## src/kspb_pkg.sv

```systemverilog
// ----------------------------------------------------------------------------
// kspb_pkg
// Shared types and constants for the knight shortest path search block.
// ----------------------------------------------------------------------------
package kspb_pkg;

    // Field widths
    localparam int COORD_W    = 6;   // query coordinates
    localparam int SIZE_W     = 7;   // board size registers, internal coordinates
    localparam int COUNT_W    = 12;  // move count
    localparam int CFG_IDX_W  = 4;   // configuration register index
    localparam int CFG_DATA_W = 7;   // configuration write data

    localparam logic [COUNT_W-1:0] COUNT_MAX = '1;

    // Configuration register indexes
    typedef enum logic [CFG_IDX_W-1:0] {
        REG_BOARD_ROWS = 4'd0,
        REG_BOARD_COLS = 4'd1
    } cfg_reg_t;

    // Board size as seen by the search engine
    typedef struct packed {
        logic [SIZE_W-1:0] rows;
        logic [SIZE_W-1:0] cols;
    } board_t;

    // Knight offsets, two's complement, tried in this order
    localparam logic [2:0] STEP_ROW [8] = '{3'd2, 3'd2, 3'd1, 3'd1,
                                           3'h7, 3'h7, 3'h6, 3'h6};
    localparam logic [2:0] STEP_COL [8] = '{3'h7, 3'd1, 3'h6, 3'd2,
                                           3'h6, 3'd2, 3'h7, 3'd1};

endpackage

```

## src/kspb_ifs.sv

```systemverilog


interface kspb_cfg_if;
    import kspb_pkg::*;
    logic                  valid;
    logic                  ready;
    logic [CFG_IDX_W-1:0]  reg_index;
    logic [CFG_DATA_W-1:0] reg_data;

    modport source (output valid, reg_index, reg_data, input ready);
    modport sink   (input valid, reg_index, reg_data, output ready);
endinterface

```

## src/kspb_cfg.sv

```systemverilog
// ----------------------------------------------------------------------------
// kspb_cfg
// Board size registers, saturated to the configured maximum board.
// ----------------------------------------------------------------------------
module kspb_cfg #(
    parameter int MAX_ROWS = 64,
    parameter int MAX_COLS = 64
) (
    input  logic             clk,
    input  logic             rst_n,
    kspb_cfg_if.sink         cfg,
    output kspb_pkg::board_t board
);
    import kspb_pkg::*;

    localparam int RST_ROWS = (MAX_ROWS < 8) ? MAX_ROWS : 8;
    localparam int RST_COLS = (MAX_COLS < 8) ? MAX_COLS : 8;

    logic [SIZE_W-1:0] rows_reg, rows_next;
    logic [SIZE_W-1:0] cols_reg, cols_next;
    logic              wr;

    // Writes are always taken
    assign cfg.ready = 1'b1;
    assign wr        = cfg.valid;

    // Decode and saturate
    always_comb
    begin
        rows_next = rows_reg;
        cols_next = cols_reg;
        if (wr && cfg.reg_index == REG_BOARD_ROWS)
        begin
            rows_next = (32'(cfg.reg_data) > MAX_ROWS) ? SIZE_W'(MAX_ROWS) : cfg.reg_data;
        end
        if (wr && cfg.reg_index == REG_BOARD_COLS)
        begin
            cols_next = (32'(cfg.reg_data) > MAX_COLS) ? SIZE_W'(MAX_COLS) : cfg.reg_data;
        end
    end

    always_ff @(posedge clk or negedge rst_n)
    begin
        if (!rst_n)
        begin
            rows_reg <= SIZE_W'(RST_ROWS);
            cols_reg <= SIZE_W'(RST_COLS);
        end
        else
        begin
            rows_reg <= rows_next;
            cols_reg <= cols_next;
        end
    end

    assign board.rows = rows_reg;
    assign board.cols = cols_reg;

endmodule

```

## src/flat_wrapper.sv

```systemverilog
// flat-port wrapper written by rule: the top's interface ports become plain ports
module kspb_cfg_flat import kspb_pkg::*;
#(
    parameter int MAX_ROWS = 64,
    parameter int MAX_COLS = 64
)
  (clk, rst_n, board, cfg_valid, cfg_reg_index, cfg_reg_data, cfg_ready);
  kspb_cfg_if cfg_i ();
  input  logic clk;
  input  logic rst_n;
  output kspb_pkg::board_t board;
  input wire logic [$bits(cfg_i.valid)-1:0] cfg_valid;
  input wire logic [$bits(cfg_i.reg_index)-1:0] cfg_reg_index;
  input wire logic [$bits(cfg_i.reg_data)-1:0] cfg_reg_data;
  output wire logic [$bits(cfg_i.ready)-1:0] cfg_ready;
  assign cfg_i.valid = cfg_valid;
  assign cfg_i.reg_index = cfg_reg_index;
  assign cfg_i.reg_data = cfg_reg_data;
  assign cfg_ready = cfg_i.ready;
  kspb_cfg #(.MAX_ROWS(MAX_ROWS), .MAX_COLS(MAX_COLS)) u_core (.clk(clk), .rst_n(rst_n), .cfg(cfg_i), .board(board));
endmodule
```

## config.mk

```make
export PLATFORM = sky130hd
export DESIGN_NAME = kspb_cfg_flat
export DESIGN_NICKNAME = d
export VERILOG_FILES = /design/src/kspb_pkg.sv /design/src/kspb_ifs.sv /design/src/kspb_cfg.sv /design/src/flat_wrapper.sv
export SDC_FILE = /design/constraint.sdc
export NUM_CORES = 1
export LEC_CHECK = 0
export ABC_CLOCK_PERIOD_IN_PS = 1420
export BUFFER_PORTS_ARGS = -buffer_cell sky130_fd_sc_hd__buf_2
export CAP_MARGIN = 10
export CORE_MARGIN = 1
export CORE_UTILIZATION = 31
export DETAILED_ROUTE_END_ITERATION = 10
export HOLD_SLACK_MARGIN = 0.03
export SLEW_MARGIN = 20
export SYNTH_ARGS = -nofsm -noshare
export SYNTH_HDL_FRONTEND = slang
export SYNTH_SLANG_ARGS = --single-unit
```

## constraint.sdc

```tcl
create_clock -name clk -period 1.42 [get_ports clk]
set_clock_uncertainty 0.1 [all_clocks]
set_input_delay 0.071 -clock clk [delete_from_list [all_inputs] [get_ports clk]]
set_output_delay 0.071 -clock clk [all_outputs]
set_load 0.03 [all_outputs]
```

==> qor.yml <==
clocking:
  tritoncts: "done"
  clockBufferDepth: 2
  clock-root-buffer: "sky130_fd_sc_hd__clkbuf_4"
  htree_num_levels: 1
  numCtsBuffers: 3
  clkSinkCount: 14
  post-cts-setup-buffers: 0
  clkLatencyLatePin_ns: 0.27
  path_clk_slew_ns: 0.08
  post_cts.resized_instances: 0
timing:
  post-route-min-period_ns: 1.17
  finalWorstSetupSlack_ns: 0.255
  final_period_utilization_pct: 82.1
  holdWs_ns: 0.0611
  fin_setup_tns_ns: 0
  finalHoldViolCount: 0
  clock.fmax_mhz: 858
  setup_repair_after_global_routing_missed_its_margin: "no"
  final-setup-viol-count: 0
  final_max_slew_viol_count: 0
yosys:
  post_synth_instance_area_um2: 608
  syn-instance-count: 40
  synth.yosys.seq_area_share_pct: 58.0
  ys_types: 10
  post_synth.cell_area_avg_um2: 15.2
  postSynthRegisterBits: 14
  yosys_warning_total: 0
  mappedNetlistNets: 54
detailed_routing:
  postRouteAntennaNets: 0
  routed-via-count: 419
  drt_iter0_drc: 0
  avgRoutedWirePerCell_um: 11.6
  drt_drc_violations_left: 0
  via_per_inst: 4.41
  routed_wl_mm: 1.10
  drt-pass1-iter-count: 1
placed_design:
  portBuffers: 27
  post-dp-hpwl_um: 844
  detailedPlace.worstSlack_ns: -0.0163
  place_congestion: 0.674
die:
  fp-row-count: 15
  die_width_um: 46.3
  ios: 29
  chipHeight_um: 46.3
  initial_core_util_pct: 34.1
  core_area_um2: 1780
  die_area_um2: 2140
grt:
  grt_start_max_net_pins: 15
  grt_overflow: 0
  grt_first_pass_wirelength_mm: 1.83
  initial_antenna_violation_count: 0
  grt_pass1_vias: 436
  grt_usage_pct: 12.7
critical_path:
  required_ns: 1.25
  worst-setup-path-type: "flop to primary output"
  arrival_ns: 0.99
  worst_setup_path_start_kind: "flop"
  path_buf_inv: 1
  timing.critical_path.slowest_cell_delay_ns: 0.53
  critical_path_fanouts_max: 2
  worstPathCellList: "buf_2"
  critPathSlowestCell: "sky130_fd_sc_hd__dfstp_2"
  cpLargestDelayFamily: "flip-flops"
  worst_setup_path_end_kind: "primary output"
  r2r_end: "u_core.cols_reg[6]"
  timing.rr.start: "u_core.cols_reg[6]"
  rrSetupSlack_ns: 0.57
  timing.reg2reg.worst_path_depth: 1
finish:
  finish.net_count: 85
  drive_gt1_share_pct: 70.0
  antenna_cells: 0
  area.growth.synth_to_final_pct: 31.9
  nFillCells: 174
worst_hold_path:
  whs_path_depth: 2
  worst_hold_path.endpoint: "u_core.rows_reg[6]"
  worst_hold_path_type: "input pin to flop"
  hp-start: "cfg_reg_data[6]"
run:
  maxCapViolCount: 0
pwr:
  power_density_nw_per_um2: 1410
  vdd_ir_max_uv: 738
  leakagePower_nw: 0.420
outcome:
  run_status: "complete, no violations"
==> cells in the final DEF (no fill, tap or decap) <==
cell type,Yosys,final
sky130_fd_sc_hd__clkbuf_4,0,3
sky130_fd_sc_hd__mux2_2,14,14
sky130_fd_sc_hd__dfstp_2,2,2
sky130_fd_sc_hd__nor4b_4,1,1
sky130_fd_sc_hd__dfrtp_1,12,12
sky130_fd_sc_hd__nor2b_1,6,6
sky130_fd_sc_hd__nand2_2,1,1
sky130_fd_sc_hd__clkbuf_8,0,1
sky130_fd_sc_hd__conb_1,1,1
sky130_fd_sc_hd__dlygate4sd3_1,0,1
sky130_fd_sc_hd__and2b_1,1,1
sky130_fd_sc_hd__buf_2,0,27
==> cell usage after synthesis <==
library cell	count	area, µm²
sky130_fd_sc_hd__buf_4	1	7.51
sky130_fd_sc_hd__nor4b_4	1	23.8
sky130_fd_sc_hd__dfstp_2	2	52.6
sky130_fd_sc_hd__buf_6	1	11.3
sky130_fd_sc_hd__nor2b_1	6	37.5
sky130_fd_sc_hd__nand2_2	1	6.26
sky130_fd_sc_hd__mux2_2	14	158
sky130_fd_sc_hd__conb_1	1	3.75
sky130_fd_sc_hd__dfrtp_1	12	300
sky130_fd_sc_hd__and2b_1	1	7.51
==> report_power, final <==
group | internal (mW) | switching [mW] | total [mW]
registers | 0.477 | 0.0323 | 0.509
clock network | 0.156 | 0.121 | 0.277
logic | 0.123 | 0.218 | 0.341
==> stage by stage <==
step	instance area, µm²	utilization [%]	cells	power (mW)
2_1_floorplan	608	-	40	0.748
3_3_place_gp	756	42.4	90	0.858
3_5_place_dp	756	42.4	90	0.863
4_1_cts	802	45.0	95	1.15
5_1_grt	802	45.0	95	1.20
6_report	802	45.0	95	1.13
==> cells by family (layout without fill, tap and decap cells) <==
logic type | Yosys count | in the layout | share of synthesized area [%]
muxes | 14 | 14 | 25.9
and+or+nand+nor | 9 | 9 | 12.3
buffers and inverters | 2 | 32 | 3.09
other | 1 | 1 | 0.617
DFF | 14 | 14 | 58.0
==> layout make-up <==
cell class / instances / area [µm²] / area share, %
Clock buffer: 4 / 36.3 / 4.52
Multi-Input combinational cell: 24 / 236 / 29.5
Sequential cell: 14 / 353 / 44.0
Tap cell: 25 / 31.3 / 3.90
Timing Repair Buffer: 28 / 145 / 18.1
==> how the worst max path moves through the flow <==
stage / start / endpoint / cells past startpoint
after floorplan: cfg_reg_index[1] / u_core.rows_reg[6] / 4
after global placement: cfg_reg_index[1] / u_core.rows_reg[2] / 4
after detailed placement: cfg_reg_index[1] / u_core.rows_reg[0] / 4
after CTS: u_core.cols_reg[3] / board[3] / 1
after global routing: u_core.rows_reg[3] / board[10] / 1
final: u_core.cols_reg[3] / board[3] / 1
==> metal layers <==
metal | track usage [%] | up-vias | routed length, µm | share of wire, %
met5 | 0 | - | 0 | 0
met4 | 1.76 | 0 | 0 | 0
met3 | 7.06 | 0 | 110 | 10
met2 | 19.7 | 23 | 492 | 45
met1 | 16.0 | 197 | 497 | 45
li1 | - | 199 | - | -
==> repair_timing <==
| item | in CTS | in global routing |
|---|---|---|
| hold endpoints to repair | 14 | 0 |
| hold buffers | 1 | 0 |
| endpoints found under the setup margin | 0 | 0 |
No activity file was read; power rests on OpenSTA's default activity.
